==> src/hdl/pdcm_pkg.sv <==
package pdcm_pkg;

    localparam int DUTY_W = 16;
    localparam int DUTY_STEPS = DUTY_W;
    localparam int STEP_CNT_W = $clog2(DUTY_STEPS);

    localparam logic [DUTY_W-1:0] FULL_SCALE_RESET = 16'd1000;

    localparam logic ACTION_EDGE = 1'b0;
    localparam logic ACTION_READ = 1'b1;

    typedef enum logic [2:0] {
        BK_IDLE,
        BK_MUL,
        BK_CHK,
        BK_DIV,
        BK_DONE
    } pdcm_back_state_t;

    typedef struct packed {
        logic              zero_interval;
        logic [DUTY_W-1:0] duty_value;
    } pdcm_result_t;

    typedef struct packed {
        logic full;
        logic empty;
    } pdcm_q_status_t;

endpackage

==> src/hdl/pulse_duty_cycle_meter_top.sv <==
// Duty-cycle meter for one sensor line.
// Slave channel s_*: one request per line edge (s_tuser = 0) or duty read
// (s_tuser = 1), carrying the line level and a free-running tick stamp.
// Master channel m_*: one request per read, duty value in m_tdata and the
// zero-interval flag in m_tuser; edges produce nothing.
// A read is classified, queued (two entries), then worked by a shift-add
// multiply, a range check and a restoring divide; the serial
// multiply/divide unit works one read at a time and takes the next from
// the queue only after the last result has gone to the output register.
// A read with zero elapsed ticks skips the arithmetic.
// Reset (aresetn low, synchronous) clears the line state, accumulator and
// read reference, and sets full_scale to 1000.
// If the receiver stalls, the finished result holds in the output register,
// the divider waits with the next result, and the queue keeps taking reads
// until full; edge requests are then held off too.
// Write full_scale through cfg_wr_en/cfg_wr_data only while idle.
module pulse_duty_cycle_meter_top #(
    parameter int STAMP_BITS = 32
) (
    input  logic        aclk,
    input  logic        aresetn,
    input  logic        s_tvalid,
    output logic        s_tready,
    // [0] line_level, [32:1] timestamp, [39:33] zero fill
    input  logic [39:0] s_tdata,
    // [0] action
    input  logic        s_tuser,
    output logic        m_tvalid,
    input  logic        m_tready,
    // [15:0] duty_value
    output logic [15:0] m_tdata,
    // [0] zero_interval
    output logic        m_tuser,
    input  logic        cfg_wr_en,
    input  logic [15:0] cfg_wr_data
);
    import pdcm_pkg::*;

    localparam int JOB_W = 2 * STAMP_BITS;

    logic [DUTY_W-1:0] full_scale_reg, full_scale_next;

    pdcm_q_status_t q_status;
    logic           q_push;
    logic           q_pop;
    logic [JOB_W-1:0] q_push_data;
    logic [JOB_W-1:0] q_pop_data;
    pdcm_result_t   result;

    // Hold the scale register; take a write whenever enabled.
    assign full_scale_next = cfg_wr_en ? cfg_wr_data : full_scale_reg;

    always_ff @(posedge aclk) begin
        if (!aresetn) begin
            full_scale_reg <= FULL_SCALE_RESET;
        end else begin
            full_scale_reg <= full_scale_next;
        end
    end

    // Classify requests and advance the line state.
    pdcm_front #(
        .STAMP_BITS(STAMP_BITS)
    ) u_front (
        .aclk     (aclk),
        .aresetn  (aresetn),
        .in_valid (s_tvalid),
        .in_ready (s_tready),
        .in_action(s_tuser),
        .in_level (s_tdata[0]),
        .in_stamp (s_tdata[32:1]),
        .q_status (q_status),
        .q_push   (q_push),
        .q_data   (q_push_data)
    );

    // Buffer read jobs between classifier and arithmetic.
    pdcm_queue #(
        .WIDTH(JOB_W)
    ) u_queue (
        .aclk     (aclk),
        .aresetn  (aresetn),
        .push     (q_push),
        .push_data(q_push_data),
        .pop      (q_pop),
        .pop_data (q_pop_data),
        .status   (q_status)
    );

    // Scale, divide and saturate each read.
    pdcm_back #(
        .STAMP_BITS(STAMP_BITS)
    ) u_back (
        .aclk      (aclk),
        .aresetn   (aresetn),
        .full_scale(full_scale_reg),
        .q_status  (q_status),
        .q_data    (q_pop_data),
        .q_pop     (q_pop),
        .out_valid (m_tvalid),
        .out_ready (m_tready),
        .out_result(result)
    );

    assign m_tdata = result.duty_value;
    assign m_tuser = result.zero_interval;

endmodule

==> src/hdl/pdcm_front.sv <==
module pdcm_front #(
    parameter int STAMP_BITS = 32
) (
    input  logic                    aclk,
    input  logic                    aresetn,
    input  logic                    in_valid,
    output logic                    in_ready,
    input  logic                    in_action,
    input  logic                    in_level,
    input  logic [31:0]             in_stamp,
    input  pdcm_pkg::pdcm_q_status_t q_status,
    output logic                    q_push,
    output logic [2*STAMP_BITS-1:0] q_data
);
    import pdcm_pkg::*;

    logic                  line_high_reg, line_high_next;
    logic [STAMP_BITS-1:0] rise_reg, rise_next;
    logic [STAMP_BITS-1:0] high_reg, high_next;
    logic [STAMP_BITS-1:0] read_reg, read_next;

    logic                  take;
    logic [STAMP_BITS-1:0] now;
    logic [STAMP_BITS-1:0] high_closed;
    logic [STAMP_BITS-1:0] elapsed;

    // Hold off every request, edge or read, while the queue is full.
    assign in_ready = !q_status.full;
    assign take     = in_valid && in_ready;

    assign now         = STAMP_BITS'(in_stamp);
    assign high_closed = high_reg + (now - rise_reg);
    assign elapsed     = now - read_reg;

    always_comb begin
        line_high_next = line_high_reg;
        rise_next      = rise_reg;
        high_next      = high_reg;
        read_next      = read_reg;
        q_push         = 1'b0;
        q_data         = {line_high_reg ? high_closed : high_reg, elapsed};
        if (take) begin
            if (in_action == ACTION_EDGE) begin
                line_high_next = in_level;
                if (in_level) begin
                    rise_next = now;
                end else begin
                    high_next = high_closed;
                end
            end else begin
                q_push    = 1'b1;
                high_next = '0;
                read_next = now;
                if (line_high_reg) begin
                    rise_next = now;
                end
            end
        end
    end

    always_ff @(posedge aclk) begin
        if (!aresetn) begin
            line_high_reg <= 1'b0;
            rise_reg      <= '0;
            high_reg      <= '0;
            read_reg      <= '0;
        end else begin
            line_high_reg <= line_high_next;
            rise_reg      <= rise_next;
            high_reg      <= high_next;
            read_reg      <= read_next;
        end
    end

endmodule

==> src/hdl/pdcm_queue.sv <==
module pdcm_queue #(
    parameter int WIDTH = 64
) (
    input  logic                     aclk,
    input  logic                     aresetn,
    input  logic                     push,
    input  logic [WIDTH-1:0]         push_data,
    input  logic                     pop,
    output logic [WIDTH-1:0]         pop_data,
    output pdcm_pkg::pdcm_q_status_t status
);
    import pdcm_pkg::*;

    logic [WIDTH-1:0] slot_reg [2];
    logic             wr_ptr_reg, wr_ptr_next;
    logic             rd_ptr_reg, rd_ptr_next;
    logic [1:0]       count_reg, count_next;

    assign status.full  = (count_reg == 2'd2);
    assign status.empty = (count_reg == 2'd0);
    assign pop_data     = slot_reg[rd_ptr_reg];

    always_comb begin
        wr_ptr_next = wr_ptr_reg ^ push;
        rd_ptr_next = rd_ptr_reg ^ pop;
        count_next  = count_reg + 2'(push) - 2'(pop);
    end

    always_ff @(posedge aclk) begin
        if (push) begin
            slot_reg[wr_ptr_reg] <= push_data;
        end
    end

    always_ff @(posedge aclk) begin
        if (!aresetn) begin
            wr_ptr_reg <= 1'b0;
            rd_ptr_reg <= 1'b0;
            count_reg  <= 2'd0;
        end else begin
            wr_ptr_reg <= wr_ptr_next;
            rd_ptr_reg <= rd_ptr_next;
            count_reg  <= count_next;
        end
    end

endmodule

==> src/hdl/pdcm_back.sv <==
module pdcm_back #(
    parameter int STAMP_BITS = 32
) (
    input  logic                          aclk,
    input  logic                          aresetn,
    input  logic [pdcm_pkg::DUTY_W-1:0]   full_scale,
    input  pdcm_pkg::pdcm_q_status_t      q_status,
    input  logic [2*STAMP_BITS-1:0]       q_data,
    output logic                          q_pop,
    output logic                          out_valid,
    input  logic                          out_ready,
    output pdcm_pkg::pdcm_result_t        out_result
);
    import pdcm_pkg::*;

    localparam int PROD_W = STAMP_BITS + DUTY_W;

    pdcm_back_state_t      state_reg, state_next;
    logic [STEP_CNT_W-1:0] cnt_reg, cnt_next;
    logic [STAMP_BITS-1:0] mcand_reg, mcand_next;
    logic [STAMP_BITS-1:0] elapsed_reg, elapsed_next;
    logic [DUTY_W-1:0]     fs_sh_reg, fs_sh_next;
    logic [PROD_W-1:0]     acc_reg, acc_next;
    logic                  zero_reg, zero_next;
    logic                  out_valid_reg, out_valid_next;
    pdcm_result_t          out_reg, out_next;

    logic [STAMP_BITS:0]   trial;
    logic                  trial_ge;
    logic [DUTY_W-1:0]     quot;

    assign out_valid  = out_valid_reg;
    assign out_result = out_reg;

    // One restoring step: remainder sits in the high part of acc, dividend
    // bits shift out of the low part while quotient bits shift in.
    assign trial    = {acc_reg[PROD_W-1:DUTY_W], acc_reg[DUTY_W-1]};
    assign trial_ge = (trial >= {1'b0, elapsed_reg});
    assign quot     = acc_reg[DUTY_W-1:0];

    always_comb begin
        state_next     = state_reg;
        cnt_next       = cnt_reg;
        mcand_next     = mcand_reg;
        elapsed_next   = elapsed_reg;
        fs_sh_next     = fs_sh_reg;
        acc_next       = acc_reg;
        zero_next      = zero_reg;
        out_valid_next = out_valid_reg && !out_ready;
        out_next       = out_reg;
        q_pop          = 1'b0;
        case (state_reg)
            BK_IDLE: begin
                if (!q_status.empty) begin
                    q_pop        = 1'b1;
                    mcand_next   = q_data[2*STAMP_BITS-1:STAMP_BITS];
                    elapsed_next = q_data[STAMP_BITS-1:0];
                    fs_sh_next   = full_scale;
                    acc_next     = '0;
                    cnt_next     = STEP_CNT_W'(DUTY_STEPS - 1);
                    zero_next    = (q_data[STAMP_BITS-1:0] == '0);
                    if (q_data[STAMP_BITS-1:0] == '0) begin
                        acc_next   = PROD_W'(full_scale);
                        state_next = BK_DONE;
                    end else begin
                        state_next = BK_MUL;
                    end
                end
            end
            BK_MUL: begin
                acc_next   = {acc_reg[PROD_W-2:0], 1'b0}
                           + (fs_sh_reg[DUTY_W-1] ? PROD_W'(mcand_reg) : '0);
                fs_sh_next = {fs_sh_reg[DUTY_W-2:0], 1'b0};
                cnt_next   = cnt_reg - 1'b1;
                if (cnt_reg == '0) begin
                    state_next = BK_CHK;
                end
            end
            BK_CHK: begin
                // Quotient of 2^16 or more always exceeds full scale.
                cnt_next = STEP_CNT_W'(DUTY_STEPS - 1);
                if (acc_reg[PROD_W-1:DUTY_W] >= elapsed_reg) begin
                    acc_next   = PROD_W'(full_scale);
                    state_next = BK_DONE;
                end else begin
                    state_next = BK_DIV;
                end
            end
            BK_DIV: begin
                acc_next[PROD_W-1:DUTY_W] = trial_ge ?
                    STAMP_BITS'(trial - {1'b0, elapsed_reg}) : trial[STAMP_BITS-1:0];
                acc_next[DUTY_W-1:0] = {acc_reg[DUTY_W-2:0], trial_ge};
                cnt_next = cnt_reg - 1'b1;
                if (cnt_reg == '0) begin
                    state_next = BK_DONE;
                end
            end
            BK_DONE: begin
                if (!out_valid_reg || out_ready) begin
                    out_valid_next         = 1'b1;
                    out_next.zero_interval = zero_reg;
                    out_next.duty_value    = (quot > full_scale) ? full_scale : quot;
                    state_next             = BK_IDLE;
                end
            end
            default: begin
                state_next = BK_IDLE;
            end
        endcase
    end

    always_ff @(posedge aclk) begin
        mcand_reg   <= mcand_next;
        elapsed_reg <= elapsed_next;
        fs_sh_reg   <= fs_sh_next;
        acc_reg     <= acc_next;
        zero_reg    <= zero_next;
        cnt_reg     <= cnt_next;
        out_reg     <= out_next;
    end

    always_ff @(posedge aclk) begin
        if (!aresetn) begin
            state_reg     <= BK_IDLE;
            out_valid_reg <= 1'b0;
        end else begin
            state_reg     <= state_next;
            out_valid_reg <= out_valid_next;
        end
    end

endmodule
==> config.mk <==
export PLATFORM = sky130hd
export DESIGN_NAME = pulse_duty_cycle_meter_top
export DESIGN_NICKNAME = d
export VERILOG_FILES = /design/src/hdl/pdcm_pkg.sv /design/src/hdl/pulse_duty_cycle_meter_top.sv /design/src/hdl/pdcm_front.sv /design/src/hdl/pdcm_queue.sv /design/src/hdl/pdcm_back.sv
export SDC_FILE = /design/constraint.sdc
export NUM_CORES = 1
export LEC_CHECK = 0
export BUFFER_PORTS_ARGS = -buffer_cell sky130_fd_sc_hd__buf_2
export CORE_MARGIN = 1.5
export CORE_UTILIZATION = 30
export CTS_CLUSTER_DIAMETER = 120
export DETAILED_ROUTE_END_ITERATION = 16
export GPL_TIMING_DRIVEN = 0
export PLACE_DENSITY_LB_ADDON = 0.3
export SETUP_SLACK_MARGIN = 0.3
export SLEW_MARGIN = 0
export SYNTH_ARGS = -nofsm -noshare
export SYNTH_HDL_FRONTEND = slang
export SYNTH_SLANG_ARGS = --single-unit
==> constraint.sdc <==
create_clock -name aclk -period 11.8 [get_ports aclk]
set_input_delay 1.18 -clock aclk [delete_from_list [all_inputs] [get_ports aclk]]
set_output_delay 1.18 -clock aclk [all_outputs]
set_load 0.01 [all_outputs]
# Yosys cells after proc, flatten, opt, wreduce, memory -nomap -nowiden
# Memories as Yosys holds them, arrays and structs flattened. A register that Yosys moved wholly into a read port is not among the register bits.
# Index checks and enable logic that the tools add are counted.
[totals] reg_bits=271 ramBits=128 input_bits=62 output_inout_bits=19 word_cells=104 mem_count=1
[classes] add_sub_neg=8 n_lt_le_gt_ge=3 eq_ne=12 n_mux=33 bitwise=4 reduce_logical=25
[mem_list] memory="u_queue.slot_reg" depth=2 word_bits=64 rd=1 rd_clocked_by_memory_dff=1 wr=1 line_no="pdcm_queue.sv:14" source="logic [WIDTH-1:0] slot_reg [2];"
[op_table] cell="$mux 32" count=8
[op_table] cell="$pmux 48 s4" count=1
[op_table] cell="$mux 48" count=2
[op_table] cell="$sub 32x32->32" count=3
[op_table] cell="$add 48x48->48" count=1
[op_table] cell="$mux 16" count=3
[op_table] cell="$ge 33x32->1" count=1
[op_table] cell="$add 32x32->32" count=1
[op_table] cell="$ge 32x32->1" count=1
[op_table] cell="$logic_not 32->1" count=1
[op_table] cell="$pmux 16 s2" count=1
[op_table] cell="$mux 3" count=6
[op_table] cell="$gt 16x16->1" count=1
[op_table] cell="$pmux 3 s5" count=1
[op_table] cell="$reduce_and 2->1" count=7
[op_table] cell="$ne 2x1->1 const B" count=6
[op_table] cell="$pmux 4 s3" count=1
[op_table] cell="$mux 1" count=9
[op_table] cell="$eq 3x2->1 const B" count=2
[op_table] cell="$reduce_and 3->1" count=2
[op_table] cell="$logic_not 4->1" count=1
[op_table] cell="$mux 4" count=1
[op_table] cell="$reduce_and 4->1" count=1
[op_table] cell="$reduce_bool 2->1" count=2
[op_table] cell="17 further kinds" count=22

# Depth between registers and ports, before layout
[depth] depth_word=6 depth_mapped=15 mapped_depth_nobuf=15

# Cells and area by module
# A second synthesis with hierarchy kept.
[hier_totals] cells_unflattened=2527 hier_area_um2=25375.6
[by_module_without_submodules] module="pdcm_back" instances=1 cells_each=1179 area_each_um2=11426.0 seq_area_each_um2=4584.4
[by_module_without_submodules] module="pdcm_front" instances=1 cells_each=1077 area_each_um2=8194.1 seq_area_each_um2=1941.9
[by_module_without_submodules] module="pdcm_queue" instances=1 cells_each=220 area_each_um2=5154.9 seq_area_each_um2=3943.8
[by_module_without_submodules] module="pulse_duty_cycle_meter_top" instances=1 cells_each=51 area_each_um2=600.6 seq_area_each_um2=320.3

# Worst setup path after synthesis
# OpenSTA, ideal clock, no wires.
[synth_timing] path_type="reg-to-reg" from="reg u_back.state_reg[0]" to="reg u_queue.count_reg[1]" setup_ps=128 arrival_time_ps=8547 t_required_ps=11672 setup_slack_ps=3125 path_stages_with_launch=9 n_path_buf=1 synth_period_minus_slack_ps=8675 cell_sequence="dfxtp_1 > clkbuf_1 > nor4_1 > ha_1 > inv_1 > ha_1 > xor2_1 > xnor2_1 > nor2_1"
[synth_between] elab_chain_cells=3
[synth_lines] item="start: declaration" line_no="pdcm_back.sv:18" source="pdcm_back_state_t state_reg, state_next;"
[synth_lines] item="start signal: assignment" line_no="pdcm_back.sv:127" source="state_reg <= state_next;"
[synth_lines] item="$logic_not 3->1" line_no="pdcm_back.sv:52" source="case (state_reg)"
[synth_lines] item="$mux 1" line_no="pdcm_back.sv:52"
[synth_lines] item="named net q_pop" line_no="pulse_duty_cycle_meter_top.sv:45" source="logic q_pop;"
[synth_lines] item="$sub 2x1->2" line_no="pdcm_queue.sv:26" source="count_next = count_reg + 2'(push) - 2'(pop);"
[synth_lines] item="end signal: assignment" line_no="pdcm_queue.sv:43" source="count_reg <= count_next;"
[synth_lines] item="end: declaration" line_no="pdcm_queue.sv:17" source="logic [1:0] count_reg, count_next;"
# The timed path passes the listed nets, and every way through them passes these cells.
# A chain may end at the register's enable or synchronous reset.

# Worst setup path in the final report
[layout_timing] from="in s_tdata[4]" to="mem u_queue.slot_reg[0][56] (data pin)"
[layout_between] elab_chain_cells=3
[layout_lines] item="start: declaration" line_no="pulse_duty_cycle_meter_top.sv:25" source="input logic [39:0] s_tdata,"
[layout_lines] item="$sub 32x32->32" line_no="pdcm_front.sv:32" source="assign high_closed = high_reg + (now - rise_reg);"
[layout_lines] item="$add 32x32->32" line_no="pdcm_front.sv:32"
[layout_lines] item="$mux 32" line_no="pdcm_front.sv:41" source="q_data = {line_high_reg ? high_closed : high_reg, elapsed};"
[layout_lines] item="named net q_push_data[56]" line_no="pulse_duty_cycle_meter_top.sv:46" source="logic [JOB_W-1:0] q_push_data;"
[layout_lines] item="end: declaration" line_no="pdcm_queue.sv:14"
# The timed path passes the listed nets, and every way through them passes these cells.

==> impl_metrics.toml <==
[outcome]
status = "complete, but fails checks"
violations = "design-rule violations"

[placed_design]
hpwlAfterDp_mm = 52.0
dp_worst_setup_slack_ns = 6.46
gp_congestion = 0.909
portBuffers = 72
placed_cells = 3640

[floorplanning]
die_w_um = 289
io_pins = 81
initial_core_util = 0.303
core-area_mm2 = 0.0807
rows = 104
die_h_um = 289
dieArea_mm2 = 0.0833

[worst_setup_path]
cp_cell_sequence = "buf_2 > inv_1 > fa_1 > inv_1 > ha_1 > o21ai_0 > o21ai_0 > nand4_1 > a2111oi_0 > a211oi_1 > o21a_1 > nor2_1 > a31oi_1 > xnor2_1 > mux2_2"
cp_data_arrival_time_ns = 5.07
crit_type = "in2reg"
worstPathMaxFanout = 5
cp_num_buf_inv = 3
startpoint_type = "input pin"
crit_slowest_cell = "a2111oi_0"
slowest_delay_ns = 0.61
critPathCaptureType = "flop"
cp.required_ns = 12.14
reg2reg_slack_ns = 7.53
cp_top_family = "compound AO/OA/AOI/OAI gates"

[yosys]
async_flop_share = 0
synth_area_leader_cell = "edfxtp_1"
synth_ff_type = "edfxtp_1"
syn_inst = 2497
netlist.area_leader.share = 0.341
synth-edff-count = 278
synthDistinctLibCells = 85
syn_area_per_cell_um2 = 9.80
synth_common_cells = "299 x nand2_1, 278 x edfxtp_1, 232 x inv_1"
yosysSeqAreaShare = 0.441
ys_ff_latch = 400
syn_area_mm2 = 0.0245
ys.warnings.count = 0
syn_nets = 2772
post-synth-top-count-cell = "nand2_1"
netlist_top_cells_area = "edfxtp_1 34%, dfxtp_1 10%, ha_1 9.1%"

[timing]
hold_viol = 0
setup_ws_ns = 7.07
period_needed_ns = 4.73
fin_hold_ws_ns = 0.454
relSlewSlack = 0.250
period_share = 0.400
finClkSkew_ns = 0.0388
slew_viol_final = 0
setup_viol_count_final = 0
worstMarginPinSlew_ns = 1.13
fmax_mhz = 212
rsz0062_at_grt = "false"

[cells_and_area]
seqCellArea_mm2 = 0.0108
largest_register_ff_count = 128
fin_cells = 3722
nets = 2901
n_antenna_cell = 0
drive_above_1_share = 0.104
multi_input_area_mm2 = 0.0125
area_growth_pct = 13.5
fillers = 8259

[cts]
cts_tree = "done"
cts_max_path_buffers = 3
numCtsBuffers = 44
cts-root-buf = "clkbuf_16"
postCtsHoldBufs = 0
worstSkewPairLatency_ns = 0.60
clk_pin_slew_ns = 0.06
postCtsSetupRepairBufs = 0
cts_resized = 0
htree_num_levels = 2
clock_sinks = 400

[grt]
antenna_found_initial = 1
grt_overflow = 0
grt_pass1_wl_mm = 104
grtUsageTotal = 0.160
grt_pass1_vias = 17846
grt_start_max_net_pins = 65

[routing]
drtIter0Drc = 1200
wl_mm = 67.3
wl_per_cell_um = 18.1
dr.pass1.iters = 13
route.detailed.drc = 1
viasPerCell = 4.97
vias = 18504
ant_nets = 0

[worst_hold_path]
hp-class = "reg2reg"

[run]
maxCapViolCount = 0

[power_and_ir_drop]
leakagePower_nw = 10.9
power_density_mw_per_mm2 = 250
total_power_w = 0.00693
ir_worst_vdd_mv = 0.113
[where the power goes]
group | total (W) | internal [W] | switching, W | leakage [nW]
clock network | 0.00142 | 0.000819 | 0.000605 | 0.709
registers | 0.00218 | 0.00195 | 0.000227 | 3.62
logic | 0.00333 | 0.00129 | 0.00204 | 6.60
total | 0.00693 | 0.00406 | 0.00287 | 10.9
[per-stage QoR]
stage	util	setup TNS (ns)	instance area, µm²
6_report	0.344	0	27800
5_1_grt	0.344	0	27800
4_1_cts	0.344	0	27800
3_5_place_dp	0.326	0	26300
3_3_place_gp	0.324	-5.46	26200
2_1_floorplan	-	0	24500
[final cells by class]
| class | instances | share of cell area |
|---|---|---|
| multi-input combinational | 1779 | 0.451 |
| sequential | 400 | 0.388 |
| tap | 1060 | 0.0477 |
| clock buffer | 58 | 0.0422 |
| inverter | 233 | 0.0315 |
| timing repair buffer | 83 | 0.0167 |
| buffer | 85 | 0.0119 |
| clock inverter | 24 | 0.0107 |
[final timing paths]
path	startpoint	end	depth (start not counted)
setup / recovery	s_tdata[4]	u_queue.slot_reg[0][56]	15
hold reg to reg	u_front.read_reg[23]	u_front.read_reg[23]	2
setup reg to reg	u_front.high_reg[2]	u_queue.slot_reg[0][56]	14
hold / removal	u_front.read_reg[23]	u_front.read_reg[23]	2
[routing by layer]
metal  global-route usage  share of wire  vias up  wire (µm)
met5                    0              0        -          0
met2                0.253           0.44      390      29800
met3               0.0190          0.044       78       2990
met1                0.234           0.50     8843      33300
met4               0.0335          0.017        0       1130
li1                     -              -     9193          -
[cell usage in the layout, fill, tap and decap left out, types with 9 or more instances in the layout]
cell and n:
a211oi_1 32, a21o_1 82, a21oi_1 210, a22o_1 9, a22oi_1 24, a31oi_1 18, and2_1 39, and3_1 21
buf_2 75, buf_4 11, clkbuf_1 84, clkbuf_16 44, dfxtp_1 122, edfxtp_1 278, fa_1 34, ha_1 177
inv_1 232, mux2_2 88, mux2i_1 19, nand2_1 299, nand2b_1 23, nand3_1 29, nand4_1 25, nor2_1 145
nor2b_1 30, nor3_1 27, nor4_1 12, o211ai_1 22, o21a_1 11, o21ai_0 138, o21bai_1 9, o22ai_1 12
xnor2_1 86, xor2_1 36
[cell families after synthesis]
group / Yosys count / share of synthesized area
compound gates: 649 / 0.169
flops: 400 / 0.441
mux: 107 / 0.0482
fa+ha+maj: 213 / 0.119
xor+xnor: 122 / 0.0436
buf+inv: 318 / 0.0493
simple gates: 688 / 0.130
[tightest hold or removal path, stage by stage, from the launching register on]
cell,delay (ns)
dfxtp_1,0.31
nand2_1,0.05
a21oi_1,0.05
No activity file was read; power rests on OpenSTA's default activity.
